`config.mk`:
```
export PLATFORM = sky130hd
export DESIGN_NAME = mtg_ctrl
export DESIGN_NICKNAME = d
export VERILOG_FILES = /design/src/sv/mtg_pkg.sv /design/src/sv/mtg_ctrl.sv
export SDC_FILE = /design/constraint.sdc
export NUM_CORES = 1
export LEC_CHECK = 0
export ABC_CLOCK_PERIOD_IN_PS = 3500
export BUFFER_PORTS_ARGS = -buffer_cell sky130_fd_sc_hd__buf_2
export CAP_MARGIN = 30
export CORE_AREA = 2 2 39 41
export CTS_CLUSTER_DIAMETER = 100
export DETAILED_ROUTE_END_ITERATION = 6
export DIE_AREA = 0 0 41 43
export PLACE_DENSITY = 0.54
export SLEW_MARGIN = 20
export SYNTH_ARGS = -nofsm -noshare
export SYNTH_HDL_FRONTEND = slang
export SYNTH_SLANG_ARGS = --single-unit
```
`constraint.sdc`:
```
create_clock -name clk_i -period 3.5 [get_ports clk_i]
set_clock_uncertainty 0.2 [all_clocks]
set_input_delay 0.7 -clock clk_i [delete_from_list [all_inputs] [get_ports clk_i]]
set_output_delay 0.7 -clock clk_i [all_outputs]
set_load 0.01 [all_outputs]
```
`src/sv/mtg_pkg.sv`:
```
`timescale 1ns / 1ps
`default_nettype none

package mtg_pkg;

  localparam int unsigned STATE_WORDS  = 624;
  localparam int unsigned TWIST_OFFSET = 397;
  localparam int unsigned IDX_W        = $clog2(STATE_WORDS + 1);
  localparam int unsigned ADDR_W       = $clog2(STATE_WORDS);
  localparam int unsigned WORD_W       = 32;
  localparam int unsigned HALF_W       = WORD_W / 2;

  localparam logic [WORD_W-1:0] LCG_MULT     = 32'd69069;
  localparam logic [WORD_W-1:0] LCG_INC      = 32'h0000_0001;
  localparam logic [WORD_W-1:0] TWIST_MATRIX = 32'h9908_b0df;
  localparam logic [WORD_W-1:0] TEMPER_B     = 32'h9d2c_5680;
  localparam logic [WORD_W-1:0] TEMPER_C     = 32'hefc6_0000;

  localparam logic ACT_SEED = 1'b0;
  localparam logic ACT_NEXT = 1'b1;

  typedef enum logic [3:0] {
    ST_IDLE,
    ST_SEED_HI,
    ST_SEED_LO,
    ST_TW_LOAD,
    ST_TW_READ,
    ST_TW_WRITE,
    ST_FETCH,
    ST_EMIT
  } state_e;

  typedef struct packed {
    logic seed_load;
    logic seed_hi;
    logic seed_write;
    logic rd_idx;
    logic twist_read;
    logic twist_write;
    logic emit;
    logic idx_clr;
    logic idx_inc;
    logic idx_full;
  } cmd_t;

  typedef struct packed {
    logic idx_last;
    logic idx_wrap;
    logic out_free;
  } status_t;

  function automatic logic [WORD_W-1:0] temper(input logic [WORD_W-1:0] w);
    logic [WORD_W-1:0] y;
    y = w;
    y = y ^ (y >> 11);
    y = y ^ ((y << 7) & TEMPER_B);
    y = y ^ ((y << 15) & TEMPER_C);
    y = y ^ (y >> 18);
    return y;
  endfunction

endpackage

`default_nettype wire

```
`src/sv/mtg_ctrl.sv`:
```
`timescale 1ns / 1ps
`default_nettype none

module mtg_ctrl (
  input  wire logic             clk_i,
  input  wire logic             rst_ni,
  input  wire logic             in_valid_i,
  input  wire logic             in_action_i,
  output logic                  in_ready_o,
  input  wire mtg_pkg::status_t status_i,
  output mtg_pkg::cmd_t         cmd_o
);

  mtg_pkg::state_e state_q, state_d;

  always_ff @(posedge clk_i or negedge rst_ni) begin
    if (!rst_ni) begin
      state_q <= mtg_pkg::ST_IDLE;
    end else begin
      state_q <= state_d;
    end
  end

  always_comb begin
    state_d    = state_q;
    cmd_o      = '0;
    in_ready_o = 1'b0;
    case (state_q)
      mtg_pkg::ST_IDLE: begin
        in_ready_o = 1'b1;
        if (in_valid_i) begin
          if (in_action_i == mtg_pkg::ACT_SEED) begin
            cmd_o.seed_load = 1'b1;
            cmd_o.idx_clr   = 1'b1;
            state_d         = mtg_pkg::ST_SEED_HI;
          end else if (status_i.idx_wrap) begin
            cmd_o.idx_clr = 1'b1;
            state_d       = mtg_pkg::ST_TW_LOAD;
          end else begin
            state_d = mtg_pkg::ST_FETCH;
          end
        end
      end
      mtg_pkg::ST_SEED_HI: begin
        cmd_o.seed_hi = 1'b1;
        state_d       = mtg_pkg::ST_SEED_LO;
      end
      mtg_pkg::ST_SEED_LO: begin
        cmd_o.seed_write = 1'b1;
        if (status_i.idx_last) begin
          cmd_o.idx_full = 1'b1;
          state_d        = mtg_pkg::ST_IDLE;
        end else begin
          cmd_o.idx_inc = 1'b1;
          state_d       = mtg_pkg::ST_SEED_HI;
        end
      end
      mtg_pkg::ST_TW_LOAD: begin
        // prime the word carried into the first twist step
        cmd_o.rd_idx = 1'b1;
        state_d      = mtg_pkg::ST_TW_READ;
      end
      mtg_pkg::ST_TW_READ: begin
        cmd_o.twist_read = 1'b1;
        state_d          = mtg_pkg::ST_TW_WRITE;
      end
      mtg_pkg::ST_TW_WRITE: begin
        cmd_o.twist_write = 1'b1;
        if (status_i.idx_last) begin
          cmd_o.idx_clr = 1'b1;
          state_d       = mtg_pkg::ST_FETCH;
        end else begin
          cmd_o.idx_inc = 1'b1;
          state_d       = mtg_pkg::ST_TW_READ;
        end
      end
      mtg_pkg::ST_FETCH: begin
        cmd_o.rd_idx = 1'b1;
        state_d      = mtg_pkg::ST_EMIT;
      end
      mtg_pkg::ST_EMIT: begin
        // hold the fetched word until the output register frees up
        if (status_i.out_free) begin
          cmd_o.emit    = 1'b1;
          cmd_o.idx_inc = 1'b1;
          state_d       = mtg_pkg::ST_IDLE;
        end
      end
      default: begin
        state_d = mtg_pkg::ST_IDLE;
      end
    endcase
  end

endmodule

`default_nettype wire

```
==> implementation parameters <==
Parameter                              Value

Outcome
  Run status    finished, final reports clean

Logic synthesis
  Count of distinct cell types in the synthesized netlist    24
  YS warnings    0
  Flip-flop and latch count after synthesis    3
  Share of synthesized cell area in full adder, half adder and majority cells    0%
  Netlist Area Pre-Place    317 um2
  Post-Synthesis Net Count    46
  Instance count of the mapped netlist    39
  Share of cell area taken by muxes after synthesis    0%
  Post-Syn Area per Cell    8.12 um2
  Post-synthesis compound-gate area fraction    24.9%
  Sequential share of the synthesized area    23.7%
  Main combinational cell family by area after synthesis    simple AND/OR/NAND/NOR gates
  Area share of and/or/nand/nor cells after synthesis    39.1%
  Xor and xnor area share after synthesis    2.77%

Worst setup path
  CP Launch Type    flip-flop
  Number of cells on the worst reg-to-reg path    3
  Arrival time of the worst setup path    between 1500 and 2000 ps
  CP required    ~2600 ps
  Critical Path Sink    cmd_o[2]
  Critical register-to-register path startpoint    state_q[1]$_DFFE_PN0P_
  Class of the most critical setup path    flip-flop to primary output
  CP max FO    12
  Worst reg2reg path endpoint    state_q[0]$_DFFE_PN0P_
  Setup slack, reg-to-reg    2030 ps
  Startpoint of the worst setup timing path    state_q[0]$_DFFE_PN0P_
  Critical Path End Type    primary output

Final layout
  Layout Cell Area excl Fill    422 um2
  Area taken by multi-input logic gates    211 um2
  Most common cell after layout, fill and taps aside    sky130_fd_sc_hd__buf_2
  Diode insertion count for antenna repair    0
  Leading cell types in the layout, fill and taps excluded    17 x sky130_fd_sc_hd__buf_2, 4 x sky130_fd_sc_hd__nand2_1, 4 x sky130_fd_sc_hd__nor2_1
  Largest register by flop count    state_q
  Layout cells sized above 1    43.9%
  Net count reported at finish    65
  Registers with the highest flip-flop counts    state_q (3)
  Max FFs per register    3
  Number of fill cells in the layout    164
  Combined flip-flop and latch cell area    75.1 um2
  Layout overhead on the synthesized area    33.2%

Clock network
  Number of buffers inserted during clock tree synthesis    3
  Total number of H-tree levels    1
  # resized after CTS    0
  Post-CTS setup buffer count    0
  Clock edge transition at the registers on the reported setup and hold paths    40 ps
  CTS tree    yes
  Later-pin clock latency in the skew report    230 ps
  CTS max path bufs    2
  Quantity of hold-fixing buffers added after cts    0
  Clock sink count    3
  Clk root buf    sky130_fd_sc_hd__clkbuf_4

Place
  Port Buffers    17
  Detailed placement HPWL    590 um
  RD Place Congestion    0.777
  Placed Instance Area    around 400 um2

Timing
  Hold Vio Cnt, Final    0
  Final Critical Period    about 2400 ps
  Hold WS    50.9 ps
  Share of the cycle needed by the critical path after routing    68.7%
  Final number of setup-violating endpoints    0
  Max-slew violations    0
  Slew @ Worst Pin    between 400 and 500 ps
  Fmax    416 MHz
  Accumulated negative setup slack    0 ps
  RSZ-0062 raised after global routing    no
  Max_slew headroom    71.4%

Run
  Max-cap violation count    0

GRT
  Number of global-route vias before repair    around 320
  Maximum number of pins on one net before global-route repair    16
  Wire length of the first global-routing pass    1310 um
  Gr ovfl total    0
  Number of antenna violations at the first check in global routing    0
  All-layer global routing usage    11.5%

Die
  Chip Height    43 um
  Starting density of the core    22.9%
  Num ports    18
  Std-Cell Core Area    1380 um2
  Row cnt    14
  Horiz. Die Dim    41 um
  Full die area    1760 um2

Power and ir drop
  Leakage power total    0.208 nW
  Switching Fraction    47.6%
  Clock power share    approximately 17%
  Cell Int Power    190 uW
  Pwr Density    roughly 860 nW/um2
  Flop pwr share    30.2%
  Net switching power    roughly 170 uW
  Worst IR drop on VDD    0.000275 V
  Fraction of power consumed by combinational cells    a little over half

Detailed routing
  Number of design-rule violations left by the first detailed-router iteration    9
  Via density    slightly below 5
  Drc violations    0
  Total routed wirelength    823 um
  Post-route antenna net violation count    0
  Number of detailed-routing iterations run before antenna repair    4
  Via count    approximately 350
  Post-DR wirelength/cell    ~11 um

Hold path
  Hold Crit Class    input port to asynchronous set/reset pin
[cell usage after synthesis]
| master | n | area (um2) |
|---|---|---|
| sky130_fd_sc_hd__a21o_1 | 1 | 7.51 |
| sky130_fd_sc_hd__a21oi_1 | 2 | 10.0 |
| sky130_fd_sc_hd__a221oi_2 | 1 | 15.0 |
| sky130_fd_sc_hd__a31oi_1 | 1 | 6.26 |
| sky130_fd_sc_hd__a32o_1 | 1 | 10.0 |
| sky130_fd_sc_hd__and2_1 | 2 | 12.5 |
| sky130_fd_sc_hd__and3b_1 | 1 | 8.76 |
| sky130_fd_sc_hd__buf_4 | 2 | 15.0 |
| sky130_fd_sc_hd__buf_6 | 1 | 11.3 |
| sky130_fd_sc_hd__dfrtp_1 | 3 | 75.1 |
| sky130_fd_sc_hd__inv_2 | 1 | 3.75 |
| sky130_fd_sc_hd__nand2_1 | 4 | 15.0 |
| sky130_fd_sc_hd__nand2b_1 | 2 | 12.5 |
| sky130_fd_sc_hd__nand3_1 | 2 | 10.0 |
| sky130_fd_sc_hd__nor2_1 | 4 | 15.0 |
| sky130_fd_sc_hd__nor3_1 | 2 | 10.0 |
| sky130_fd_sc_hd__nor3_2 | 1 | 10.0 |
| sky130_fd_sc_hd__nor3b_1 | 1 | 7.51 |
| sky130_fd_sc_hd__nor3b_2 | 1 | 12.5 |
| sky130_fd_sc_hd__nor4bb_1 | 1 | 10.0 |
| sky130_fd_sc_hd__o21ai_1 | 2 | 10.0 |
| sky130_fd_sc_hd__o22ai_2 | 1 | 12.5 |
| sky130_fd_sc_hd__o31ai_1 | 1 | 7.51 |
| sky130_fd_sc_hd__xor2_1 | 1 | 8.76 |
[final cells by class]
| type | count | area share [%] |
|---|---|---|
| well taps | 16 | 4.75 |
| repair buffers | 17 | 20.2 |
| inverters | 1 | 0.890 |
| multi-input cells | 32 | 50.1 |
| clock buffers | 4 | 6.23 |
| flip-flops and latches | 3 | 17.8 |
[through the flow]
step	power [mW]	utilization (%)	worst slack, ps	cells
after global placement	0.299	28.6	1260	69
after floorplan	0.257	-	1460	39
after global routing	0.399	30.5	1000	73
after detailed placement	0.302	28.6	1240	69
after CTS	0.366	30.5	1110	73
final	0.363	30.5	1090	73
[worst min-delay path by stage]
stage | endpoint
after floorplan | state_q[0]$_DFFE_PN0P_
after global placement | state_q[0]$_DFFE_PN0P_
after detailed placement | state_q[1]$_DFFE_PN0P_
after CTS | state_q[2]$_DFFE_PN0P_
after global routing | state_q[0]$_DFFE_PN0P_
final | state_q[2]$_DFFE_PN0P_
[kinds of logic after synthesis]
family          Yosys count
simple gates             21
compound gates           10
buf+inv                   4
flops                     3
xor+xnor                  1
[power groups by stage]
stage	clock [mW]	combinational (mW)	sequential, mW
floorplan	0	0.189	0.0676
global placement	0	0.191	0.108
detailed placement	0	0.193	0.109
CTS	0.0642	0.193	0.109
global route	0.0678	0.213	0.118
finish	0.0610	0.193	0.110
[critical path, cell delays in order (launching register included)]
cell	delay (ps)
sky130_fd_sc_hd__dfrtp_1	520
sky130_fd_sc_hd__nor3_2	400
sky130_fd_sc_hd__a32o_1	220
sky130_fd_sc_hd__buf_2	120
[per-layer routing]
metal,wire length [um],global-route usage [%],up-vias
li1,-,-,179
met1,372,13.5,160
met2,379,15.0,13
met3,70,5.24,0
met4,0,10.0,0
met5,0,0,-
Note: power is estimated with default switching activity, not from simulation.
